===== src/hw/rtl/mhnt_pkg.sv =====
// Shared types and constants for the held-note tracker.
// Used by the front end, command queue, back end and top level.
package mhnt_pkg;

  // Operation codes on the input channel
  typedef enum logic [2:0] {
    OP_UMP     = 3'd0,
    OP_BYTE    = 3'd1,
    OP_QUERY   = 3'd2,
    OP_CONSUME = 3'd3,
    OP_CLEAR   = 3'd4
  } op_t;

  // Commands handed from the front end to the back end
  typedef enum logic [2:0] {
    CMD_NONE,
    CMD_SET,
    CMD_CLR_BIT,
    CMD_CLR_CHAN,
    CMD_CLR_SRC,
    CMD_QUERY,
    CMD_CONSUME,
    CMD_CLR_ALL
  } cmd_kind_t;

  // Back end sequencer states
  typedef enum logic [1:0] {
    BE_IDLE,
    BE_READ,
    BE_WALK,
    BE_EMIT
  } be_state_t;

  // Widest bitmap word index over the parameter range
  localparam int ADDR_MAX_BITS = 15;

  // Message status nibbles and special values
  localparam logic [3:0] ST_NOTE_OFF = 4'h8;
  localparam logic [3:0] ST_NOTE_ON  = 4'h9;
  localparam logic [3:0] ST_CTRL     = 4'hB;
  localparam logic [3:0] ST_PROG     = 4'hC;
  localparam logic [3:0] ST_CHPRESS  = 4'hD;
  localparam logic [3:0] UMP_SYSTEM  = 4'h1;
  localparam logic [3:0] UMP_VOICE1  = 4'h2;
  localparam logic [3:0] UMP_VOICE2  = 4'h4;
  localparam logic [6:0] CC_SOUND_OFF = 7'd120;
  localparam logic [6:0] CC_NOTES_OFF = 7'd123;
  localparam logic [7:0] BYTE_RESET  = 8'hFF;
  localparam logic [7:0] BYTE_SYSEX  = 8'hF0;
  localparam logic [7:0] BYTE_SYSTEM = 8'hF0;

  typedef struct packed {
    cmd_kind_t                 kind;
    logic                      record;
    logic [6:0]                note;
    logic [5:0]                bit_pos;
    logic [ADDR_MAX_BITS-1:0]  addr;
  } cmd_t;

  // Words in a UMP message by message type
  function automatic logic [2:0] ump_len(input logic [3:0] mt);
    logic [2:0] n;
    unique case (mt)
      4'h0, 4'h1, 4'h2, 4'h6, 4'h7: n = 3'd1;
      4'h3, 4'h4, 4'h8, 4'h9, 4'hA: n = 3'd2;
      4'hB, 4'hC:                   n = 3'd3;
      default:                      n = 3'd4;
    endcase
    return n;
  endfunction

endpackage


===== src/hw/rtl/mhnt_cmdq.sv =====
// Two-entry command queue between the front and back ends.
// Depends on mhnt_pkg.
module mhnt_cmdq import mhnt_pkg::*; (
  input  logic clk,
  input  logic rst,
  input  logic push,
  input  cmd_t push_cmd,
  input  logic pop,
  output cmd_t head_cmd,
  output logic empty,
  output logic full
);

  cmd_t       slots [2];
  logic       wr_ptr;
  logic       rd_ptr;
  logic [1:0] fill;

  assign head_cmd = slots[rd_ptr];
  assign empty    = (fill == 2'd0);
  assign full     = (fill == 2'd2);

  // Store pushed items
  always_ff @(posedge clk) begin
    if (push) begin
      slots[wr_ptr] <= push_cmd;
    end
  end

  // Advance pointers and fill level
  always_ff @(posedge clk) begin
    if (rst) begin
      wr_ptr <= 1'b0;
      rd_ptr <= 1'b0;
      fill   <= '0;
    end else begin
      if (push) begin
        wr_ptr <= ~wr_ptr;
      end
      if (pop) begin
        rd_ptr <= ~rd_ptr;
      end
      fill <= fill + 2'(push) - 2'(pop);
    end
  end

endmodule


===== config.mk =====
export PLATFORM = sky130hd
export DESIGN_NAME = mhnt_cmdq
export DESIGN_NICKNAME = d
export VERILOG_FILES = /design/src/hw/rtl/mhnt_pkg.sv /design/src/hw/rtl/mhnt_cmdq.sv
export SDC_FILE = /design/constraint.sdc
export NUM_CORES = 1
export LEC_CHECK = 0
export BUFFER_PORTS_ARGS = -buffer_cell sky130_fd_sc_hd__buf_2
export CORE_MARGIN = 4
export CORE_UTILIZATION = 52
export DETAILED_ROUTE_END_ITERATION = 6
export PLACE_DENSITY = 0.79
export SYNTH_ARGS = -nofsm -noshare
export SYNTH_HDL_FRONTEND = slang
export SYNTH_SLANG_ARGS = --single-unit

===== constraint.sdc =====
create_clock -name clk -period 2.71 [get_ports clk]
set_clock_uncertainty 0.2 [all_clocks]
set_input_delay 0.4065 -clock clk [delete_from_list [all_inputs] [get_ports clk]]
set_output_delay 0.4065 -clock clk [all_outputs]
set_load 0.005 [all_outputs]

==> insert_results.sql <==
INSERT INTO impl_metrics (metric_group, metric, value, unit) VALUES
('cts', 'cts.repair_timing.setup_buffer_count', '0', ''),
('setup_path', 'r2r_start', 'wr_ptr$_SDFFE_PP0P_', ''),
('cts', 'ctsRootBufferMaster', 'sky130_fd_sc_hd__clkbuf_8', ''),
('pwr', 'finalPower', '2.81', 'mW'),
('yosys', 'synth.yosys.warnings', '0', ''),
('timing', 'final-max-slew-violation-count', '0', ''),
('grt', 'grt_first_pass_wirelength', '7130', 'µm'),
('pwr', 'power_leakage', '1.38', 'nW'),
('pwr', 'share_clk_of_total_power', '44.3', '%'),
('yosys', 'yosys_register_bits', '69', ''),
('cts', 'worstSkewPairLatency', '0.33', 'ns'),
('yosys', 'yosysSeqAreaShare', '75.4', '%'),
('flow_run', 'max-cap-violations', '0', ''),
('floorplanning', 'core_area', '0.00485', 'mm²'),
('hold_path', 'hold_depth', '1', ''),
('placement', 'rd_place_congestion', '0.667', ''),
('run_status', 'status', 'completed', ''),
('grt', 'grt_start_max_net_pins', '33', ''),
('grt', 'groute.usage.overall', '15.5', '%'),
('timing', 'worst-slew-pin-transition', '0.577', 'ns'),
('floorplanning', 'floorplan.die_area', '0.00637', 'mm²'),
('yosys', 'synth_cell_types', '13', ''),
('yosys', 'yosys-top-cells-area', 'sky130_fd_sc_hd__edfxtp_1 72%, sky130_fd_sc_hd__mux2_4 17%, sky130_fd_sc_hd__dfxtp_1 3.7%', ''),
('setup_path', 'slowest_stage_cell_cp', 'sky130_fd_sc_hd__dfxtp_2', ''),
('yosys', 'yosysTopAreaCellShare', '71.6', '%'),
('detailed_routing', 'routed_wirelength', '4440', 'µm'),
('pwr', 'switchingPower', '0.506', 'mW'),
('floorplanning', 'die_width', '79.8', 'µm'),
('pwr', 'vdd_drop_max', '0.497', 'mV'),
('yosys', 'post_synth_most_frequent_cells', '64 x sky130_fd_sc_hd__edfxtp_1, 30 x sky130_fd_sc_hd__mux2_4, 5 x sky130_fd_sc_hd__dfxtp_1, 5 x sky130_fd_sc_hd__nor2_1', ''),
('pwr', 'combinational_share_of_power', '10.1', '%'),
('timing', 'hold_viol', '0', ''),
('detailed_routing', 'detail-route-antenna-nets', '0', ''),
('setup_path', 'timing_worst_setup_path_type', 'reg2out', ''),
('final_layout', 'footprint_of_the_flip_flops_and_latches', '0.00202', 'mm²'),
('final_layout', 'syn2layout_area_growth', '26.5', '%'),
('timing', 'hold-worst-slack', '0.0615', 'ns'),
('timing', 'slew-limit-headroom', '61.5', '%'),
('hold_path', 'hold_start', 'push_cmd[3]', ''),
('hold_path', 'hp-class', 'in2reg', ''),
('setup_path', 'ff2ff_setup_slack', '1.20', 'ns'),
('cts', 'clock_tree.buffer_depth', '2', ''),
('setup_path', 'worstSetupEndpointType', 'output pin', ''),
('grt', 'globalRouteOverflowTotal', '0', ''),
('setup_path', 'required', '2.10', 'ns'),
('floorplanning', 'num_io_pins', '70', ''),
('detailed_routing', 'drtIter0Drc', '52', ''),
('placement', 'dp_hpwl', '3100', 'µm'),
('yosys', 'postSynth.asyncResetShare', '0', '%'),
('setup_path', 'timing.critical_path.buf_inv', '2', ''),
('final_layout', 'num-nets-final', '238', ''),
('final_layout', 'num_antenna_cells', '0', ''),
('pwr', 'power_density', '828', 'mW/mm²'),
('timing', 'layout_setup_ws', '0.378', 'ns'),
('yosys', 'synth_area_leader_cell', 'sky130_fd_sc_hd__edfxtp_1', ''),
('setup_path', 'worstPathArrival', '1.73', 'ns'),
('final_layout', 'fillers', '309', ''),
('yosys', 'synth_enable_flop_cells', '64', ''),
('pwr', 'internal_cell_power', '2.30', 'mW'),
('yosys', 'ys_dominant_reg_cell', 'sky130_fd_sc_hd__edfxtp_1', ''),
('setup_path', 'worst_r2r_path_depth', '2', ''),
('yosys', 'synth_cells', '121', ''),
('yosys', 'mappedNetlistNets', '159', ''),
('detailed_routing', 'post-route-drc-count', '0', ''),
('setup_path', 'critPathMaxFanout', '17', ''),
('timing', 'grt_setup_unrepaired', 'no', ''),
('yosys', 'synthesis.area', '0.00268', 'mm²'),
('final_layout', 'multi_input_comb_area', '589', 'µm²'),
('floorplanning', 'die_h', '79.8', 'µm'),
('cts', 'cts_tree', 'done', ''),
('cts', 'cts-buffers-inserted', '9', '');
==> kinds of logic after synthesis <==
logic type | after synthesis | share of synthesized area [%]
adders and majority gates | 2 | 0.933
xor gates and xnor gates | 3 | 1.49
and+or+nand+nor | 9 | 1.63
muxes | 32 | 17.6
DFF | 69 | 75.4
buffers and inverters | 6 | 2.94
==> power groups by stage <==
stage	Clock (mW)	Combinational, mW	Sequential, mW
finish	1.24	0.285	1.28
global route	1.32	0.310	1.29
CTS	1.27	0.292	1.28
detailed placement	0	0.290	1.30
global placement	0	0.277	1.30
floorplan	0	0.198	1.28
==> registers in the layout, indices dropped and copies added, names as in the netlist, named ones only <==
name and count:
wr_ptr 1, fill 2, slots 64, rd_ptr 1
==> worst paths after layout <==
path                                          endpoint
worst max-delay path                      head_cmd[30]
worst max register to register  slots[1][25]$_DFFE_PP_
worst min register to register     rd_ptr$_SDFFE_PP0P_
worst min-delay path             slots[0][3]$_DFFE_PP_
==> cell usage in the layout (no fill, tap or decap) <==
cell type	instances
sky130_fd_sc_hd__mux2_2	2
sky130_fd_sc_hd__buf_4	2
sky130_fd_sc_hd__xnor3_1	1
sky130_fd_sc_hd__ha_1	2
sky130_fd_sc_hd__nor2b_4	1
sky130_fd_sc_hd__inv_1	2
sky130_fd_sc_hd__mux2_4	30
sky130_fd_sc_hd__bufinv_16	6
sky130_fd_sc_hd__buf_2	69
sky130_fd_sc_hd__dfxtp_2	1
sky130_fd_sc_hd__clkbuf_8	9
sky130_fd_sc_hd__nor2_1	5
sky130_fd_sc_hd__buf_12	1
sky130_fd_sc_hd__and2_1	1
sky130_fd_sc_hd__nor2b_1	2
sky130_fd_sc_hd__xnor2_1	2
sky130_fd_sc_hd__dfxtp_1	4
sky130_fd_sc_hd__clkinv_2	1
sky130_fd_sc_hd__edfxtp_1	64
==> stage by stage <==
| step | area, µm² | utilization, % | instances |
|---|---|---|---|
| 2_1_floorplan | 2680 | - | 121 |
| 3_3_place_gp | 3080 | 63.6 | 256 |
| 3_5_place_dp | 3080 | 63.6 | 256 |
| 4_1_cts | 3390 | 70.0 | 272 |
| 5_1_grt | 3390 | 70.0 | 272 |
| 6_report | 3390 | 70.0 | 272 |
==> metal layers <==
layer / vias up / part of all wire [%] / global-route usage [%]
met3: 11 / 7.1 / 5.64
li1: 620 / - / -
met5: - / 0 / 0
met4: 0 / 2.6 / 9.29
met1: 627 / 38 / 17.0
met2: 45 / 52 / 25.6
==> final cells by class <==
class | instances | share of cell area (%)
flip-flops and latches | 69 | 59.6
multi-input cells | 46 | 17.4
repair buffers | 72 | 11.2
clock inverters | 7 | 5.46
clock buffers | 9 | 3.65
well taps | 67 | 2.47
inverters | 2 | 0.221
No activity file was read; power rests on OpenSTA's default activity.
