### config.mk
export PLATFORM = sky130hd
export DESIGN_NAME = mhnt_front
export DESIGN_NICKNAME = d
export VERILOG_FILES = /design/src/hw/rtl/mhnt_pkg.sv /design/src/hw/rtl/mhnt_front.sv
export SDC_FILE = /design/constraint.sdc
export NUM_CORES = 1
export LEC_CHECK = 0
export BUFFER_PORTS_ARGS = -buffer_cell sky130_fd_sc_hd__buf_2
export CORE_MARGIN = 3
export CORE_UTILIZATION = 50
export CTS_CLUSTER_DIAMETER = 120
export DETAILED_ROUTE_END_ITERATION = 8
export HOLD_SLACK_MARGIN = 0.02
export PLACE_DENSITY = 0.77
export SLEW_MARGIN = 15
export SYNTH_ARGS = -nofsm -noshare
export SYNTH_HDL_FRONTEND = slang
export SYNTH_SLANG_ARGS = --single-unit
### constraint.sdc
create_clock -name clk -period 6.7 [get_ports clk]
set_input_delay 0.67 -clock clk [delete_from_list [all_inputs] [get_ports clk]]
set_output_delay 0.67 -clock clk [all_outputs]
set_load 0.005 [all_outputs]
### src/hw/rtl/mhnt_pkg.sv
// Shared types and constants for the held-note tracker.
// Used by the front end, command queue, back end and top level.
package mhnt_pkg;

  // Operation codes on the input channel
  typedef enum logic [2:0] {
    OP_UMP     = 3'd0,
    OP_BYTE    = 3'd1,
    OP_QUERY   = 3'd2,
    OP_CONSUME = 3'd3,
    OP_CLEAR   = 3'd4
  } op_t;

  // Commands handed from the front end to the back end
  typedef enum logic [2:0] {
    CMD_NONE,
    CMD_SET,
    CMD_CLR_BIT,
    CMD_CLR_CHAN,
    CMD_CLR_SRC,
    CMD_QUERY,
    CMD_CONSUME,
    CMD_CLR_ALL
  } cmd_kind_t;

  // Back end sequencer states
  typedef enum logic [1:0] {
    BE_IDLE,
    BE_READ,
    BE_WALK,
    BE_EMIT
  } be_state_t;

  // Widest bitmap word index over the parameter range
  localparam int ADDR_MAX_BITS = 15;

  // Message status nibbles and special values
  localparam logic [3:0] ST_NOTE_OFF = 4'h8;
  localparam logic [3:0] ST_NOTE_ON  = 4'h9;
  localparam logic [3:0] ST_CTRL     = 4'hB;
  localparam logic [3:0] ST_PROG     = 4'hC;
  localparam logic [3:0] ST_CHPRESS  = 4'hD;
  localparam logic [3:0] UMP_SYSTEM  = 4'h1;
  localparam logic [3:0] UMP_VOICE1  = 4'h2;
  localparam logic [3:0] UMP_VOICE2  = 4'h4;
  localparam logic [6:0] CC_SOUND_OFF = 7'd120;
  localparam logic [6:0] CC_NOTES_OFF = 7'd123;
  localparam logic [7:0] BYTE_RESET  = 8'hFF;
  localparam logic [7:0] BYTE_SYSEX  = 8'hF0;
  localparam logic [7:0] BYTE_SYSTEM = 8'hF0;

  typedef struct packed {
    cmd_kind_t                 kind;
    logic                      record;
    logic [6:0]                note;
    logic [5:0]                bit_pos;
    logic [ADDR_MAX_BITS-1:0]  addr;
  } cmd_t;

  // Words in a UMP message by message type
  function automatic logic [2:0] ump_len(input logic [3:0] mt);
    logic [2:0] n;
    unique case (mt)
      4'h0, 4'h1, 4'h2, 4'h6, 4'h7: n = 3'd1;
      4'h3, 4'h4, 4'h8, 4'h9, 4'hA: n = 3'd2;
      4'hB, 4'hC:                   n = 3'd3;
      default:                      n = 3'd4;
    endcase
    return n;
  endfunction

endpackage

### src/hw/rtl/mhnt_front.sv
// Front end: assembles UMP words and MIDI 1.0 bytes into messages and
// turns every accepted item into one command. Depends on mhnt_pkg.
module mhnt_front import mhnt_pkg::*; #(
  parameter int SOURCES  = 8,
  parameter int GROUPS   = 16,
  parameter int CHANNELS = 16
) (
  input  logic       clk,
  input  logic       rst,
  input  logic       accept,
  input  logic [2:0] operation,
  input  logic [2:0] source_index,
  input  logic [31:0] data,
  input  logic       last,
  input  logic [3:0] query_group,
  input  logic [3:0] query_channel,
  input  logic [6:0] query_note,
  output cmd_t       cmd
);

  localparam int WPS = GROUPS * CHANNELS * 2;

  logic [31:0] head;
  logic [31:0] head_next;
  logic        vel_zero;
  logic        vel_zero_next;
  logic [1:0]  wsn;
  logic [1:0]  wsn_next;
  logic [7:0]  bst;
  logic [7:0]  bst_next;
  logic [6:0]  bfd;
  logic [6:0]  bfd_next;
  logic [1:0]  bsn;
  logic [1:0]  bsn_next;
  logic        halt;
  logic        halt_next;

  // Hold assembly state
  always_ff @(posedge clk) begin
    if (rst) begin
      head     <= '0;
      vel_zero <= 1'b0;
      wsn      <= '0;
      bst      <= '0;
      bfd      <= '0;
      bsn      <= '0;
      halt     <= 1'b0;
    end else if (accept) begin
      head     <= head_next;
      vel_zero <= vel_zero_next;
      wsn      <= wsn_next;
      bst      <= bst_next;
      bfd      <= bfd_next;
      bsn      <= bsn_next;
      halt     <= halt_next;
    end
  end

  // Assemble messages and classify
  always_comb begin
    logic       v_go;
    logic [3:0] v_status;
    logic [6:0] v_d1;
    logic       v_vz;
    logic [3:0] v_grp;
    logic [3:0] v_ch;
    logic       clr_src;
    logic [2:0] len;
    logic       vzv;
    logic [7:0] b;
    logic       two;
    logic       ok;
    int         base;

    head_next     = head;
    vel_zero_next = vel_zero;
    wsn_next      = wsn;
    bst_next      = bst;
    bfd_next      = bfd;
    bsn_next      = bsn;
    halt_next     = halt;
    v_go     = 1'b0;
    v_status = '0;
    v_d1     = '0;
    v_vz     = 1'b0;
    v_grp    = '0;
    v_ch     = '0;
    clr_src  = 1'b0;
    len      = '0;
    vzv      = vel_zero;
    b        = data[7:0];
    two      = 1'b0;
    ok       = 1'b0;
    base     = 0;
    cmd      = '0;
    cmd.kind = CMD_NONE;

    unique case (operation)
      OP_UMP: begin
        if (wsn == 2'd0) begin
          len = ump_len(data[31:28]);
          if (len == 3'd1) begin
            if (data[31:28] == UMP_SYSTEM) begin
              clr_src = (data[23:16] == BYTE_RESET);
            end else if (data[31:28] == UMP_VOICE1) begin
              v_go     = 1'b1;
              v_grp    = data[27:24];
              v_ch     = data[19:16];
              v_status = data[23:20];
              v_d1     = data[14:8];
              v_vz     = (data[6:0] == 7'd0);
            end
          end else begin
            head_next = data;
            wsn_next  = 2'(len - 3'd1);
          end
        end else begin
          len = ump_len(head[31:28]);
          if ({1'b0, wsn} == len - 3'd1) begin
            vzv = (data[31:16] == 16'd0);
          end
          vel_zero_next = vzv;
          wsn_next      = wsn - 2'd1;
          if (wsn == 2'd1 && head[31:28] == UMP_VOICE2) begin
            v_go     = 1'b1;
            v_grp    = head[27:24];
            v_ch     = head[19:16];
            v_status = head[23:20];
            v_d1     = head[14:8];
            v_vz     = vzv;
          end
        end
      end
      OP_BYTE: begin
        if (!halt) begin
          if (b[7]) begin
            bst_next = '0;
            bsn_next = '0;
            if (b >= BYTE_SYSTEM) begin
              if (b == BYTE_RESET) begin
                clr_src = 1'b1;
              end else if (b == BYTE_SYSEX) begin
                halt_next = 1'b1;
              end
            end else begin
              bst_next = b;
              bsn_next = (b[7:4] == ST_PROG || b[7:4] == ST_CHPRESS) ? 2'd1 : 2'd2;
            end
          end else if (bst != 8'd0) begin
            if (bsn == 2'd2) begin
              bfd_next = b[6:0];
              bsn_next = 2'd1;
            end else begin
              two      = !(bst[7:4] == ST_PROG || bst[7:4] == ST_CHPRESS);
              v_go     = 1'b1;
              v_grp    = '0;
              v_ch     = bst[3:0];
              v_status = bst[7:4];
              v_d1     = two ? bfd : b[6:0];
              v_vz     = two ? (b[6:0] == 7'd0) : 1'b1;
              bst_next = '0;
              bsn_next = '0;
            end
          end
        end
      end
      OP_QUERY: begin
        ok = (int'(source_index) < SOURCES) && (int'(query_group) < GROUPS) &&
             (int'(query_channel) < CHANNELS);
        base = ((int'(source_index) * GROUPS + int'(query_group)) * CHANNELS +
                int'(query_channel)) * 2;
        if (ok) begin
          cmd.kind    = CMD_QUERY;
          cmd.addr    = ADDR_MAX_BITS'(base + int'(query_note[6]));
          cmd.bit_pos = query_note[5:0];
        end
      end
      OP_CONSUME: cmd.kind = CMD_CONSUME;
      OP_CLEAR:   cmd.kind = CMD_CLR_ALL;
      default:    cmd.kind = CMD_NONE;
    endcase

    // Map a completed voice message onto a bitmap command
    if (v_go) begin
      ok = (int'(source_index) < SOURCES) && (int'(v_grp) < GROUPS) &&
           (int'(v_ch) < CHANNELS);
      base = ((int'(source_index) * GROUPS + int'(v_grp)) * CHANNELS + int'(v_ch)) * 2;
      cmd.addr    = ADDR_MAX_BITS'(base + int'(v_d1[6]));
      cmd.bit_pos = v_d1[5:0];
      if (v_status == ST_NOTE_OFF || (v_status == ST_NOTE_ON && v_vz)) begin
        cmd.kind = ok ? CMD_CLR_BIT : CMD_NONE;
      end else if (v_status == ST_NOTE_ON) begin
        cmd.kind   = ok ? CMD_SET : CMD_NONE;
        cmd.record = 1'b1;
        cmd.note   = v_d1;
      end else if (v_status == ST_CTRL && (v_d1 == CC_SOUND_OFF || v_d1 == CC_NOTES_OFF)) begin
        cmd.kind = ok ? CMD_CLR_CHAN : CMD_NONE;
        cmd.addr = ADDR_MAX_BITS'(base);
      end
    end

    if (clr_src && int'(source_index) < SOURCES) begin
      cmd.kind = CMD_CLR_SRC;
      cmd.addr = ADDR_MAX_BITS'(int'(source_index) * WPS);
    end

    // Drop partial messages at packet end
    if (last && (operation == OP_UMP || operation == OP_BYTE)) begin
      head_next     = '0;
      vel_zero_next = 1'b0;
      wsn_next      = '0;
      bst_next      = '0;
      bfd_next      = '0;
      bsn_next      = '0;
      halt_next     = 1'b0;
    end
  end

endmodule

==> reports/qor.txt <==
drt wl/cell = 16.93 um
R2R Path End = bst[6]$_SDFFE_PP0P_
Post-Place Cells = 547
Placer Congestion = 0.8998
fraction of registers with async set/reset = 0%
Clk network pwr share = 36.8%
run status = finished, final reports clean
Via density = 6.137
nets = 538
DRT Pass-1 Iters = 6
post_cts resized = 0
Root Driver = clkbuf_8
syn_area_per_cell = 7.465 um2
I/O Pins = 89
flops & latches, synth = 47
Worst slew margin = 36.23%
# rows = 28
largest net degree at the start of global routing = 47
CP Data Arrival Time = 3580 ps
DRC errors left = 0
vias in the first global route = 3160
Initial DRC Count = 391
most frequent cells in the layout = 84 x buf_2, 61 x nand2_1, 52 x nor2_1, 47 x dfxtp_1, 38 x a21oi_1
final std cells w/o fill = 555
crit path time final = 4248 ps
CTS tree = yes
post-route antenna net violation count = 0
YS warnings = 0
detailed-route wire length = 9394 um
post-synthesis sequential area ratio = 30.01%
DP Area = 3463 um2
Critical Path End Type = primary output
Fillers = 563
Worst Path Required = 6030 ps
Post-synth EDFFs = 0
setup_tns = 0 ps
CTS sink cnt = 47
LEAKAGE = 1.481 nW
Worst R2R Setup Slack = 4410 ps
via count = 3406
Psw = 0.1714 mW
Reg area = 940.9 um2
top cell type's share of synthesized area = 30.01%
total grt overflow = 0
unrepaired setup endpoints after global routing = no
htree depth = 2
DIE AREA = 7257 um2
CP Class = input port to primary output
hold_buf cts = 0
# diodes = 0
dpl ws = 2484 ps
Setup violations, final = 0
core area = 5991 um2
area leader, netlist = dfxtp_1
final worst slack = 2452 ps
final instance area = 3591 um2
worst-case clock buffer depth = 2
sw frac = 27.68%
Area Growth Syn to Fin = 14.53%
Worst Hold Depth = 2
largest cells by area after synthesis = dfxtp_1 30%, nand2_1 7.3%, nor2_1 6.2%
most common cell after layout, fill and taps aside = buf_2
first-pass GRT wire length = 15200 um
CP Launch Type = input port
clk slew on worst S/H paths = 100 ps
CP Max Fanout = 14
path category of the worst min-delay check = register to register
Seq pwr share = 47.1%
Mapped Cells = 420
FMAX = 235.4 MHz
Multi-input gate area = 1969 um2
# Post-CTS Setup Buffers = 0
Hold EP = head[23]$_SDFFE_PP0P_
Least-Margin Pin Slew = 950.2 ps
layout cells sized above 1 = 23.96%
initial antenna violation count = 0
Port Buf Inserts = 84
origin of the critical flop-to-flop path = halt$_SDFFE_PP0P_
Main synth FF type = dfxtp_1
VDD IR max = 100.9 uV
Final Power = 0.6193 mW
Netlist Area Pre-Place = 3136 um2
Clock Skew = 6.356 ps
Max-Cap Viols = 0
final hold vios = 0
Register-to-Register Path Depth = 7
CTS buffer count = 5
internal power = 0.4479 mW
max-slew violations = 0
pwr dens = 172.5 nW/um2
Die Y-Extent = 85.19 um
dpl hpwl = 6770 um
Final Cycle Share = 63.41%
logic gate share of total power = 16.1%
min-delay src = head[23]$_SDFFE_PP0P_
Starting Density = 52.34%
die width = 85.19 um
Netlist cell types = 69
GR Util All Layers = 25.72%
worst-skew pair later-pin latency = 310 ps
-- critical path, stage by stage --
cell	delay (ps)
buf_2	170
nand2_1	90
mux2i_1	60
a221o_1	390
ha_1	230
and3_4	220
and2_4	220
a222oi_1	550
a211oi_1	170
and4_1	280
or3b_1	390
buf_2	140
-- power groups by stage --
stage	clock network [mW]	registers, mW	logic [mW]
global route	0.242	0.293	0.110
global placement	0	0.298	0.0954
detailed placement	0	0.298	0.0981
floorplan	0	0.297	0.0638
CTS	0.228	0.292	0.0985
finish	0.228	0.292	0.0999
-- layer usage --
metal,wire (um),global-route usage (%)
met5,0,0
met4,126,6.331
met3,770,4.466
met2,4609,42.51
met1,3887,34.85
-- metrics by stage --
step	utilization, %	hold slack [ps]
final	59.94	452.1
after global placement	57.81	436.1
after detailed placement	57.81	440.1
after floorplan	-	427.1
after CTS	59.84	453.1
after global routing	59.94	478.2
-- cells in the mapped netlist, drive strengths merged, types with 4 or more instances --
master / n
nor4: 9
and2: 6
buf: 22
xnor2: 4
a22oi: 24
mux2: 4
nand3: 20
nor3: 15
nor3b: 5
a21oi: 38
nor2b: 4
o21ai: 15
a221oi: 4
dfxtp: 47
nand4: 8
clkbuf: 13
mux2i: 7
a211oi: 4
nor2: 53
inv: 10
nand2: 61
-- registers in the layout (all words and copies together), names as in the netlist, named ones only --
| register | count |
|---|---|
| vel_zero | 1 |
| head | 23 |
| halt | 1 |
| wsn | 2 |
| bfd | 7 |
| bsn | 2 |
| bst | 8 |
-- worst max path at each step --
| stage | start | end | slack (ps) |
|---|---|---|---|
| 2_1_floorplan | data[30] | cmd[30] | 2890 |
| 3_3_place_gp | data[31] | cmd[30] | 2540 |
| 3_5_place_dp | data[30] | cmd[30] | 2480 |
| 4_1_cts | data[30] | cmd[30] | 2490 |
| 5_1_grt | data[31] | cmd[30] | 2350 |
| 6_report | data[30] | cmd[30] | 2450 |
-- logic make-up after synthesis --
group / synth area share [%]
buffers and inverters: 7.781
xor gates and xnor gates: 1.397
other: 0.1196
adders and majority gates: 0.7980
AOI/OAI and AO/OA: 23.54
muxes: 3.671
DFF: 30.01
and+or+nand+nor: 32.68
-- final cells by class --
type	instances	share of cell area, %
Clock inverter	2	1.080
Clock buffer	6	2.300
Inverter	10	1.045
Timing Repair Buffer	85	11.92
Sequential cell	47	26.20
Multi-Input combinational cell	330	54.84
Tap cell	75	2.613
(Power assumes the default switching activity.)
